## config.mk

```make
export PLATFORM = sky130hd
export DESIGN_NAME = timed_priority_tx_queue_top
export DESIGN_NICKNAME = d
export VERILOG_FILES = /design/src/rtl/core/tptq_pkg.sv /design/src/rtl/core/tptq_ram.sv /design/src/rtl/core/tptq_ctrl.sv /design/src/rtl/core/tptq_dp.sv /design/src/rtl/core/timed_priority_tx_queue_top.sv
export SDC_FILE = /design/constraint.sdc
export NUM_CORES = 1
export LEC_CHECK = 0
export BUFFER_PORTS_ARGS = -buffer_cell sky130_fd_sc_hd__buf_4
export CAP_MARGIN = 20
export CORE_ASPECT_RATIO = 0.7
export CORE_MARGIN = 3
export CORE_UTILIZATION = 55
export CTS_CLUSTER_SIZE = 16
export DETAILED_ROUTE_END_ITERATION = 7
export HOLD_SLACK_MARGIN = 0.15
export PLACE_DENSITY_LB_ADDON = 0.2
export SLEW_MARGIN = 20
export SYNTH_ARGS = -nofsm -noshare
export SYNTH_HDL_FRONTEND = slang
export SYNTH_SLANG_ARGS = --single-unit
```

## constraint.sdc

```tcl
create_clock -name i_clk -period 9.2 [get_ports i_clk]
set_input_delay 0.92 -clock i_clk [delete_from_list [all_inputs] [get_ports i_clk]]
set_output_delay 0.92 -clock i_clk [all_outputs]
set_load 0.01 [all_outputs]
```

## src/rtl/core/tptq_pkg.sv

```systemverilog
// ----------------------------------------------------------------------------
// tptq_pkg
// Shared types and constants for the timed priority transmit queue.
// ----------------------------------------------------------------------------
package tptq_pkg;

    localparam int OP_W     = 3;
    localparam int HANDLE_W = 5;
    localparam int PRIO_W   = 8;
    localparam int TIME_W   = 32;
    localparam int SLOT_W   = 6;
    localparam int COUNT_W  = 7;

    localparam logic [OP_W-1:0] OP_ENQUEUE = 3'd0;
    localparam logic [OP_W-1:0] OP_TAKE    = 3'd1;
    localparam logic [OP_W-1:0] OP_PEEK    = 3'd2;
    localparam logic [OP_W-1:0] OP_REMOVE  = 3'd3;
    localparam logic [OP_W-1:0] OP_COUNT   = 3'd4;

    // Entries at this priority are never picked by a take.
    localparam logic [PRIO_W-1:0] PRIO_NEVER = 8'd255;

    typedef struct packed {
        logic [OP_W-1:0]     operation;
        logic [HANDLE_W-1:0] handle;
        logic [PRIO_W-1:0]   priority_req;
        logic [TIME_W-1:0]   release_time;
        logic [TIME_W-1:0]   now;
        logic [SLOT_W-1:0]   slot;
    } t_in_item;

    typedef struct packed {
        logic                found;
        logic [HANDLE_W-1:0] out_handle;
        logic [SLOT_W-1:0]   out_slot;
        logic                dropped;
        logic [HANDLE_W-1:0] dropped_handle;
        logic [COUNT_W-1:0]  ready_count;
    } t_out_item;

    // One stored slot, 45 bits.
    typedef struct packed {
        logic [TIME_W-1:0]   rel_time;
        logic [PRIO_W-1:0]   prio;
        logic [HANDLE_W-1:0] handle;
    } t_entry;

    localparam int ENTRY_W = $bits(t_entry);

    typedef struct packed {
        logic start;   // capture the request and clear the scan results
        logic scan;    // issue the read of the next slot
        logic commit;  // apply the table update and load the result
    } t_dp_cmd;

    typedef struct packed {
        logic scan_last;  // the read being issued is the last slot
        logic out_free;   // the result register can take a new value
    } t_dp_sts;

endpackage

```

## src/rtl/core/tptq_ram.sv

```systemverilog
// ----------------------------------------------------------------------------
// tptq_ram
// Generic simple dual-port RAM: one write port, one read port, registered read.
// ----------------------------------------------------------------------------
module tptq_ram #(
    parameter int WIDTH = 45,
    parameter int DEPTH = 16
) (
    input  logic                     i_clk,
    input  logic                     i_we,
    input  logic [$clog2(DEPTH)-1:0] i_waddr,
    input  logic [WIDTH-1:0]         i_wdata,
    input  logic [$clog2(DEPTH)-1:0] i_raddr,
    output logic [WIDTH-1:0]         o_rdata
);

    logic [WIDTH-1:0] r_mem [DEPTH];
    logic [WIDTH-1:0] r_rdata;

    always_ff @(posedge i_clk) begin
        if (i_we) begin
            r_mem[i_waddr] <= i_wdata;
        end
        r_rdata <= r_mem[i_raddr];
    end

    assign o_rdata = r_rdata;

endmodule

```

## src/rtl/core/tptq_ctrl.sv

```systemverilog
// ----------------------------------------------------------------------------
// tptq_ctrl
// Sequencer for one operation: accept, scan all slots, drain, commit.
// ----------------------------------------------------------------------------
module tptq_ctrl (
    input  logic              i_clk,
    input  logic              i_rst_n,
    input  logic              i_in_valid,
    output logic              o_in_ready,
    input  tptq_pkg::t_dp_sts i_sts,
    output tptq_pkg::t_dp_cmd o_cmd
);

    typedef enum logic [3:0] {
        ST_IDLE   = 4'b0001,
        ST_SCAN   = 4'b0010,
        ST_DRAIN  = 4'b0100,
        ST_COMMIT = 4'b1000
    } t_state;

    t_state r_state;
    t_state n_state;

    always_comb begin
        n_state      = r_state;
        o_in_ready   = 1'b0;
        o_cmd        = '0;
        unique case (r_state)
            ST_IDLE: begin
                o_in_ready = 1'b1;
                if (i_in_valid) begin
                    o_cmd.start = 1'b1;
                    n_state     = ST_SCAN;
                end
            end
            ST_SCAN: begin
                o_cmd.scan = 1'b1;
                if (i_sts.scan_last) begin
                    n_state = ST_DRAIN;
                end
            end
            ST_DRAIN: begin
                // The data of the last slot is checked in this cycle.
                n_state = ST_COMMIT;
            end
            ST_COMMIT: begin
                if (i_sts.out_free) begin
                    o_cmd.commit = 1'b1;
                    n_state      = ST_IDLE;
                end
            end
            default: begin
                n_state = ST_IDLE;
            end
        endcase
    end

    always_ff @(posedge i_clk) begin
        if (!i_rst_n) begin
            r_state <= ST_IDLE;
        end else begin
            r_state <= n_state;
        end
    end

    a_commit_needs_room: assert property (@(posedge i_clk) disable iff (!i_rst_n)
        o_cmd.commit |-> i_sts.out_free)
        else $error("commit issued while the result register is still occupied");

    a_scan_leads_to_drain: assert property (@(posedge i_clk) disable iff (!i_rst_n)
        (o_cmd.scan && i_sts.scan_last) |=> (r_state == ST_DRAIN))
        else $error("last slot read not followed by the drain cycle");

    a_start_only_when_ready: assert property (@(posedge i_clk) disable iff (!i_rst_n)
        o_cmd.start |-> (o_in_ready && i_in_valid))
        else $error("operation started without an accepted transaction");

endmodule

```

## src/rtl/core/tptq_dp.sv

```systemverilog
// ----------------------------------------------------------------------------
// tptq_dp
// Datapath: slot RAM, valid bits, per-slot scan accumulators, result register.
// ----------------------------------------------------------------------------
module tptq_dp #(
    parameter int QUEUE_DEPTH = 16
) (
    input  logic                i_clk,
    input  logic                i_rst_n,
    input  tptq_pkg::t_dp_cmd   i_cmd,
    output tptq_pkg::t_dp_sts   o_sts,
    input  tptq_pkg::t_in_item  i_in_data,
    output logic                o_out_valid,
    input  logic                i_out_ready,
    output tptq_pkg::t_out_item o_out_data
);

    localparam int IDX_W = $clog2(QUEUE_DEPTH);
    localparam int SLOT_W = tptq_pkg::SLOT_W;
    localparam int COUNT_W = tptq_pkg::COUNT_W;
    localparam logic [IDX_W-1:0] LAST_IDX = IDX_W'(QUEUE_DEPTH - 1);

    tptq_pkg::t_in_item  r_req;
    tptq_pkg::t_out_item r_out;
    tptq_pkg::t_out_item n_out;
    logic                r_out_valid;

    logic [QUEUE_DEPTH-1:0] r_slot_valid;

    logic [IDX_W-1:0] r_scan_idx;
    logic             r_chk_vld;
    logic [IDX_W-1:0] r_chk_idx;

    logic [COUNT_W-1:0]            r_ready_cnt;
    logic                          r_have_free;
    logic [IDX_W-1:0]              r_free_idx;
    logic                          r_have_best;
    logic [tptq_pkg::PRIO_W-1:0]   r_best_prio;
    logic [IDX_W-1:0]              r_best_idx;
    logic [tptq_pkg::HANDLE_W-1:0] r_best_handle;
    logic                          r_sel_found;
    logic [tptq_pkg::HANDLE_W-1:0] r_sel_handle;
    logic [tptq_pkg::HANDLE_W-1:0] r_drop_handle;

    logic [tptq_pkg::ENTRY_W-1:0] ram_rdata;
    logic [tptq_pkg::ENTRY_W-1:0] ram_wdata;
    logic [IDX_W-1:0]             ram_waddr;
    logic                         ram_we;

    tptq_pkg::t_entry rd_entry;
    tptq_pkg::t_entry new_entry;
    logic             table_full;
    logic             shift_down;
    logic             chk_slot_valid;
    logic             chk_ready;
    logic             chk_better;
    logic             chk_selected;
    logic [IDX_W-1:0] enq_idx;
    logic             is_enqueue;

    tptq_ram #(
        .WIDTH (tptq_pkg::ENTRY_W),
        .DEPTH (QUEUE_DEPTH)
    ) u_slot_ram (
        .i_clk   (i_clk),
        .i_we    (ram_we),
        .i_waddr (ram_waddr),
        .i_wdata (ram_wdata),
        .i_raddr (r_scan_idx),
        .o_rdata (ram_rdata)
    );

    assign rd_entry   = tptq_pkg::t_entry'(ram_rdata);
    assign new_entry  = '{rel_time: r_req.release_time,
                          prio:     r_req.priority_req,
                          handle:   r_req.handle};
    assign table_full = &r_slot_valid;
    assign is_enqueue = (r_req.operation == tptq_pkg::OP_ENQUEUE);
    // A full table moves every slot down by one while it is scanned.
    assign shift_down = is_enqueue && table_full;
    assign enq_idx    = table_full ? LAST_IDX : r_free_idx;

    assign chk_slot_valid = r_slot_valid[r_chk_idx];
    assign chk_ready      = chk_slot_valid && (rd_entry.rel_time <= r_req.now);
    assign chk_better     = chk_ready && (rd_entry.prio < r_best_prio);
    assign chk_selected   = chk_slot_valid && (SLOT_W'(r_chk_idx) == r_req.slot);

    // The scan write and the commit write fall in different cycles.
    always_comb begin
        ram_we    = 1'b0;
        ram_waddr = r_chk_idx - IDX_W'(1);
        ram_wdata = ram_rdata;
        if (i_cmd.commit && is_enqueue) begin
            ram_we    = 1'b1;
            ram_waddr = enq_idx;
            ram_wdata = new_entry;
        end else if (r_chk_vld && shift_down && (r_chk_idx != '0)) begin
            ram_we = 1'b1;
        end
    end

    always_comb begin
        n_out             = '0;
        n_out.ready_count = r_ready_cnt;
        unique case (r_req.operation) inside
            tptq_pkg::OP_ENQUEUE: begin
                n_out.out_slot = SLOT_W'(enq_idx);
                n_out.dropped  = table_full;
                if (table_full) begin
                    n_out.dropped_handle = r_drop_handle;
                end
            end
            tptq_pkg::OP_TAKE: begin
                if (r_have_best) begin
                    n_out.found      = 1'b1;
                    n_out.out_handle = r_best_handle;
                    n_out.out_slot   = SLOT_W'(r_best_idx);
                end
            end
            tptq_pkg::OP_PEEK, tptq_pkg::OP_REMOVE: begin
                if (r_sel_found) begin
                    n_out.found      = 1'b1;
                    n_out.out_handle = r_sel_handle;
                    n_out.out_slot   = r_req.slot;
                end
            end
            default: begin
                n_out.found = 1'b0;
            end
        endcase
    end

    // Scan control and accumulators.
    always_ff @(posedge i_clk) begin
        if (!i_rst_n) begin
            r_chk_vld  <= 1'b0;
            r_scan_idx <= '0;
        end else begin
            r_chk_vld <= i_cmd.scan;
            if (i_cmd.start) begin
                r_scan_idx <= '0;
            end else if (i_cmd.scan) begin
                r_scan_idx <= r_scan_idx + IDX_W'(1);
            end
        end
    end

    always_ff @(posedge i_clk) begin
        if (i_cmd.start) begin
            r_req         <= i_in_data;
            r_ready_cnt   <= '0;
            r_have_free   <= 1'b0;
            r_free_idx    <= '0;
            r_have_best   <= 1'b0;
            r_best_prio   <= tptq_pkg::PRIO_NEVER;
            r_best_idx    <= '0;
            r_best_handle <= '0;
            r_sel_found   <= 1'b0;
            r_sel_handle  <= '0;
            r_drop_handle <= '0;
        end else if (r_chk_vld) begin
            r_ready_cnt <= r_ready_cnt + COUNT_W'(chk_ready);
            if (!chk_slot_valid && !r_have_free) begin
                r_have_free <= 1'b1;
                r_free_idx  <= r_chk_idx;
            end
            // Strict compare keeps the lowest slot on equal priority.
            if (chk_better) begin
                r_have_best   <= 1'b1;
                r_best_prio   <= rd_entry.prio;
                r_best_idx    <= r_chk_idx;
                r_best_handle <= rd_entry.handle;
            end
            if (chk_selected) begin
                r_sel_found  <= 1'b1;
                r_sel_handle <= rd_entry.handle;
            end
            if (r_chk_idx == '0) begin
                r_drop_handle <= rd_entry.handle;
            end
        end
        if (i_cmd.scan) begin
            r_chk_idx <= r_scan_idx;
        end
    end

    // Valid bits; a full-table enqueue leaves them all set.
    always_ff @(posedge i_clk) begin
        if (!i_rst_n) begin
            r_slot_valid <= '0;
        end else if (i_cmd.commit) begin
            if (is_enqueue) begin
                r_slot_valid[enq_idx] <= 1'b1;
            end else if (r_req.operation == tptq_pkg::OP_TAKE && r_have_best) begin
                r_slot_valid[r_best_idx] <= 1'b0;
            end else if (r_req.operation == tptq_pkg::OP_REMOVE && r_sel_found) begin
                r_slot_valid[r_req.slot[IDX_W-1:0]] <= 1'b0;
            end
        end
    end

    always_ff @(posedge i_clk) begin
        if (!i_rst_n) begin
            r_out_valid <= 1'b0;
        end else if (i_cmd.commit) begin
            r_out_valid <= 1'b1;
        end else if (i_out_ready) begin
            r_out_valid <= 1'b0;
        end
    end

    always_ff @(posedge i_clk) begin
        if (i_cmd.commit) begin
            r_out <= n_out;
        end
    end

    assign o_sts.scan_last = (r_scan_idx == LAST_IDX);
    assign o_sts.out_free  = !r_out_valid || i_out_ready;
    assign o_out_valid     = r_out_valid;
    assign o_out_data      = r_out;

    a_commit_loads_result: assert property (@(posedge i_clk) disable iff (!i_rst_n)
        i_cmd.commit |=> r_out_valid)
        else $error("commit did not present a result");

    a_count_in_range: assert property (@(posedge i_clk) disable iff (!i_rst_n)
        r_out_valid |-> (r_out.ready_count <= COUNT_W'(QUEUE_DEPTH)))
        else $error("ready count exceeds the number of slots");

    a_drop_lands_last: assert property (@(posedge i_clk) disable iff (!i_rst_n)
        (r_out_valid && r_out.dropped) |-> (r_out.out_slot == SLOT_W'(QUEUE_DEPTH - 1)))
        else $error("eviction did not place the new entry in the last slot");

endmodule

```

## src/rtl/core/timed_priority_tx_queue_top.sv

```systemverilog
// ----------------------------------------------------------------------------
// timed_priority_tx_queue_top
// Slot table of queued transmit packets with release times and priorities.
//
//   Channel  Direction  Handshake                  Payload
//   in       input      i_in_valid / o_in_ready    tptq_pkg::t_in_item
//   out      output     o_out_valid / i_out_ready  tptq_pkg::t_out_item
//
// Every operation scans all QUEUE_DEPTH slots through the slot RAM read port,
// one slot per cycle, then checks the last slot read and commits its result to
// the out channel; a new item is accepted only after the previous one commits.
// Reset is synchronous and active low; it empties the table at once.
// A new transaction is accepted while the previous result still waits; the
// commit step waits only if that result has not been taken by then.
// ----------------------------------------------------------------------------
module timed_priority_tx_queue_top #(
    parameter int QUEUE_DEPTH = 16
) (
    input  logic                i_clk,
    input  logic                i_rst_n,
    input  logic                i_in_valid,
    output logic                o_in_ready,
    input  tptq_pkg::t_in_item  i_in_data,
    output logic                o_out_valid,
    input  logic                i_out_ready,
    output tptq_pkg::t_out_item o_out_data
);

    tptq_pkg::t_dp_cmd dp_cmd;
    tptq_pkg::t_dp_sts dp_sts;

    tptq_ctrl u_ctrl (
        .i_clk      (i_clk),
        .i_rst_n    (i_rst_n),
        .i_in_valid (i_in_valid),
        .o_in_ready (o_in_ready),
        .i_sts      (dp_sts),
        .o_cmd      (dp_cmd)
    );

    tptq_dp #(
        .QUEUE_DEPTH (QUEUE_DEPTH)
    ) u_dp (
        .i_clk       (i_clk),
        .i_rst_n     (i_rst_n),
        .i_cmd       (dp_cmd),
        .o_sts       (dp_sts),
        .i_in_data   (i_in_data),
        .o_out_valid (o_out_valid),
        .i_out_ready (i_out_ready),
        .o_out_data  (o_out_data)
    );

endmodule

```

; Word-level counts from Yosys, hierarchy flattened
; Memory sizes are Yosys's and may differ from the RTL's. A register that Yosys moved wholly into a read port is not among the register bits.
; Cells that the tools add are included.
[totals]
mem_bits_rw = 720
n_memories = 1
inputBits = 90
ff_bits = 182
out_inout_bits = 27
elab_cells = 126
[op_classes]
n_reduce_logical = 32
n_bitwise = 6
n_eq_ne = 12
n_lt_le_gt_ge = 9
mux = 35
addsub = 3
[mem_list]
columns = name, words, word_bits, read_ports, rd_ports_with_merged_regs, write_ports, line_no
row1 = u_dp.u_slot_ram.r_mem, 16, 45, 1, 1, 1, tptq_ram.sv:17  ; logic [WIDTH-1:0] r_mem [DEPTH];
[ops]
columns = operator, n
row1 = 2-to-1 mux 16 bit, 3
row2 = 2-to-1 mux 45 bit, 1
row3 = bitwise AND 16 bit, 2
row4 = <= comparator 32 bit, 1
row5 = NOT 16 bit, 2
row6 = 2-to-1 mux 12 bit, 2
row7 = "less-than comparator 4 x 5 -> 1 bit, second input constant", 4
row8 = 2-to-1 mux 4 bit, 5
row9 = case mux 6 bit (3 select lines), 1
row10 = AND reduction 17 bit, 1
row11 = 2-to-1 mux 1 bit, 16
row12 = OR 16 bit, 1
row13 = case mux 4 bit (4 select lines), 1
row14 = AND reduction 16 bit, 1
row15 = logical AND 1 bit, 13
row16 = demux 1 bit (select 4 bit), 3
row17 = ">= comparator 4 x 1 -> 1 bit, second input constant", 3
row18 = case mux 5 bit (2 select lines), 1
row19 = AND reduction 2 bit, 5
row20 = "equality test 4 bit, second input constant", 2
row21 = less-than comparator 8 bit, 1
row22 = adder 7 x 1 -> 7 bit, 1
row23 = "equality test 3 x 2 -> 1 bit, second input constant", 2
row24 = equality test 4 x 6 -> 1 bit, 1
row25 = 19 further kinds, 24

; Depth between registers and ports, before layout
[logic_depth]
depth_word = 9
ltp_mapped = 13
mapped_depth_nobuf = 13

; Cells and area by module
; From an unflattened synthesis, not the netlist that was laid out.
[hier_totals]
hier_cells = 1930
area_unflattened_um2 = 36994.2
[by_module_without_submodules]
columns = mod, seq_area_each_um2, cells_each, instances, area_each_um2
row1 = tptq_ram, 22521.6, 1166, 1, 28222.1
row2 = tptq_dp, 4714.5, 736, 1, 8531.9
row3 = tptq_ctrl, 80.1, 28, 1, 240.2

; Worst setup path before layout
; No wires, ideal clock.
[synth_timing]
kind = input-to-reg
startpoint = in i_out_ready
endpoint = mem u_dp.u_slot_ram.r_mem[0][0] (enable)
path_stages = 7
setup_time_ns = 0.448
n_path_buf = 1
arrival_time_ns = 6.395
setup_slack_ns = 2.357
required_ns = 8.752
cell_sequence = nor2b_1 -> nor4_1 -> nand2_1 -> clkbuf_1 -> nor4_1 -> a31oi_1 -> nor2_1
[synth_lines]
columns = element, line_no
row1 = start: declaration, timed_priority_tx_queue_top.sv:25  ; input logic i_out_ready,
row2 = end: declaration, tptq_ram.sv:17

==> results by group <==
CTS
  – Clock Path Buffers: 3
  – Clock Pin Slew Worst Setup and Hold Paths: 0.06 ns
  – TritonCTS Sinks: 947
  – Num CTS Buffers: 88
  – CTS tree: done
  – Cts repair resizes: 0
  – H-Tree Depth: 3
  – Skew-Pair Late Insertion Delay: 0.64 ns
  – Post-CTS setup buffer count: 0
  – CTS root buffer: clkbuf_16
  – CTS Hold Buffers Added: 0

Layout
  – Final net count: 2171
  – Diode count: 0
  – Fin cells: 2990
  – Layout Utilization: 63.4%
  – Layout cells sized above 1: 25.9%
  – Area grow syn2layout: 13.5%

Yosys
  – Top_reg_cell synth: edfxtp_1
  – Compound-Gate Fraction of Synth Area: 1.90%
  – XOR/XNOR Fraction of Synth Area: 0.385%
  – Commonest cells post-synth: 835 x edfxtp_1, 230 x mux4_2, 184 x nand2_1
  – Post-Syn Area: 36400 um2
  – Post-Synth Simple-Gate Area: 4.70%
  – Number of synthesized flops with an enable pin: 835
  – Post-synthesis cell type count: 55
  – Yosys top cell by area: edfxtp_1
  – Area contributors post-synth: edfxtp_1 69%, mux4_2 14%, dfxtp_1 6.2%, nand2_1 1.9%, ha_1 1.5%
  – Post-synthesis mux area share: 15.1%
  – Syn. warnings: 0
  – Synth Register Bits: 947
  – Ys async rst share: 0%
  – Main combinational cell family by area after synthesis: multiplexers
  – Top-count cell post-synth: edfxtp_1
  – Synth Area in Adders: 1.48%
  – Avg Synthesized Cell Area: 19.3 um2
  – Syn Nets: 2021
  – Syn Inst Count: 1888
  – Seq/Total Area, Yosys: 75.0%
  – Share of Yosys cell area claimed by the top area cell type: 68.8%

Route
  – Metal2 WL: 36200 um
  – Pre-Repair DR Iteration Count: 5
  – Vias: 18100
  – Mean number of vias per cell: 6.05
  – Avg WL per Cell: 25.7 um
  – Max Used Layer: met4
  – Met1 wire length: 33700 um
  – # DRC: 0
  – Iteration-0 DRC count of the detailed router: 1981
  – Antenna-violating nets left: 0
  – DR WL met3: 5790 um
  – Detailed Route WL: 77000 um

Setup path
  – Kind of critical path: reg -> reg
  – Worst reg2reg path endpoint: u_dp.u_slot_ram.r_mem[13][27]$_DFFE_PP_
  – Maximum fanout along the worst path: 45
  – Reg2reg start: u_ctrl.r_state[3]$_SDFFE_PN0P_
  – Critical Path Start: u_ctrl.r_state[3]$_SDFFE_PN0P_
  – Crit path capture: u_dp.u_slot_ram.r_mem[13][27]$_DFFE_PP_
  – R2R depth: 9
  – Signal arrival time at the worst endpoint: 4.37 ns
  – CP Capture Type: flop
  – Startpoint class of the critical path: flop
  – Critical Path RT: 9.45 ns
  – Reg2reg setup slack: 5.08 ns

Global routing
  – Global-route usage over all layers: 22.6%
  – First-pass GRT wire length: 118000 um
  – Grt ovf: 0
  – Vias in the first global route: 18500
  – Antenna violations before repair: 0
  – Largest net degree at the start of global routing: 115

STA
  – Min cycle time layout: 4.12 ns
  – Least-Margin Pin Slew: 1.07 ns
  – Unrepaired setup endpoints after global routing: no
  – Final setup vio count: 0
  – Setup ws final: 5.08 ns
  – Final hold violations: 0
  – Setup TNS: 0 ns
  – Fmax: 243 MHz
  – Slew margin rel.: 28.9%
  – Crit share post-route: 44.8%
  – Pins Over Slew Limit: 0
  – Clock Skews: 0.0191 ns

Flow run
  – # Max-Cap Violations: 0

Floorplanning
  – # rows: 78
  – Core Area: 65200 um2
  – Initial Utilization: 55.9%
  – Die area: 69400 um2
  – Io pins: 117
  – Die W: 314 um
  – Die Ht: 221 um

Placement
  – Placed Instances: 2827
  – IO buf count: 116
  – Dpl hpwl: 43700 um
  – Post-Place Worst Slack: 4.60 ns
  – Placer congestion estimate: 0.831

Power
  – Power consumption: 8600 uW
  – Maximum vdd drop: 0.142 mV
  – Leak pwr: 0.0135 uW
  – Cell Pwr Density: 208 nW/um2

Outcome
  – Status: completed

Hold path
  – HP Class: reg -> reg
==> placed cells by master, fill, tap and decap left out, drive strengths merged, types with 5 or more instances in the layout <==
cell	synthesis	routed
xnor2	6	6
nor3	16	16
dfxtp	112	112
nor4	7	7
inv	48	50
nand2	184	184
nand3	9	9
mux2i	31	31
o21ai	21	21
and2	7	7
a22o	5	5
a31oi	6	6
a22oi	17	17
xor2	10	10
clkbuf	65	117
and3	9	9
clkinvlp	0	8
nand2b	9	9
edfxtp	835	835
nor2	80	80
buf	24	149
clkinv	1	32
mux4	230	230
nand4	15	15
nor2b	20	20
ha	43	43
o22ai	13	13
a21oi	24	24
==> kinds of logic after synthesis <==
family                     after synthesis
AOI/OAI and AO/OA                      107
and+or+nand+nor                        376
xor gates and xnor gates                16
muxes                                  261
DFF                                    947
buffers and inverters                  138
adders and majority gates               43
==> registers in the layout (all words and copies together), names as in the netlist, 5 cells and up <==
signal,cells
u_dp.u_slot_ram.o_rdata,45
u_dp.r_sel_handle,5
u_dp.r_ready_cnt,7
u_dp.new_entry,45
u_dp.r_slot_valid,16
u_dp.r_best_handle,5
u_dp.r_best_prio,8
u_dp.u_slot_ram.r_mem,720
u_dp.r_drop_handle,5
u_dp.r_req,41
u_dp.o_out_data,25
==> metrics by stage <==
| step | area [um2] | hold slack, ns |
|---|---|---|
| after detailed placement | 38500 | 0.428 |
| after floorplan | 36400 | 0.421 |
| final | 41300 | 0.451 |
| after CTS | 41300 | 0.418 |
| after global placement | 38500 | 0.430 |
| after global routing | 41300 | 0.425 |
==> layer usage <==
| metal | GRT usage (%) | vias to the layer above |
|---|---|---|
| met1 | 34.7 | 9379 |
| met5 | 0 | - |
| met4 | 4.98 | 0 |
| met2 | 34.5 | 759 |
| met3 | 4.24 | 111 |
| li1 | - | 7826 |
==> worst max-delay path, stage by stage, from the launching register on <==
cell,delay (ns)
dfxtp_1,0.44
nand2b_1,0.16
nor4_2,0.20
buf_4,0.42
nand2_2,0.46
buf_4,0.45
nor2_1,0.34
a21oi_1,0.25
nor2_4,0.17
buf_4,0.72
==> how the worst min path moves through the flow <==
stage,start,slack [ns],depth (start not counted),endpoint
floorplan,u_dp.r_sel_found$_SDFFE_PP0P_,0.42,2,u_dp.r_sel_found$_SDFFE_PP0P_
detailed placement,u_dp.r_scan_idx[3]$_SDFFE_PP0P_,0.43,0,u_dp.r_chk_idx[3]$_DFFE_PP_
global route,i_in_data[11],0.42,1,u_dp.r_req[11]$_DFFE_PP_
global placement,u_dp.r_scan_idx[3]$_SDFFE_PP0P_,0.43,0,u_dp.r_chk_idx[3]$_DFFE_PP_
finish,u_dp.r_scan_idx[3]$_SDFFE_PP0P_,0.45,0,u_dp.r_chk_idx[3]$_DFFE_PP_
CTS,i_in_data[44],0.42,1,u_dp.new_entry[19]$_DFFE_PP_
==> power breakdown <==
group          internal [uW]  switching [uW]  total [uW]
registers               4710            40.8        4750
clock network           2010            1550        3560
logic                    120             167         287
total                   6840            1760        8600
==> area by class of cell <==
| cell class | instances | area, um2 |
|---|---|---|
| sequential | 947 | 27300 |
| fill | 4426 | 23900 |
| multi-input combinational | 803 | 8730 |
| clock buffer | 117 | 2470 |
| timing repair buffer | 149 | 1150 |
| tap | 880 | 1100 |
| clock inverter | 45 | 365 |
| inverter | 49 | 186 |
Note: power is estimated with default switching activity, not from simulation.
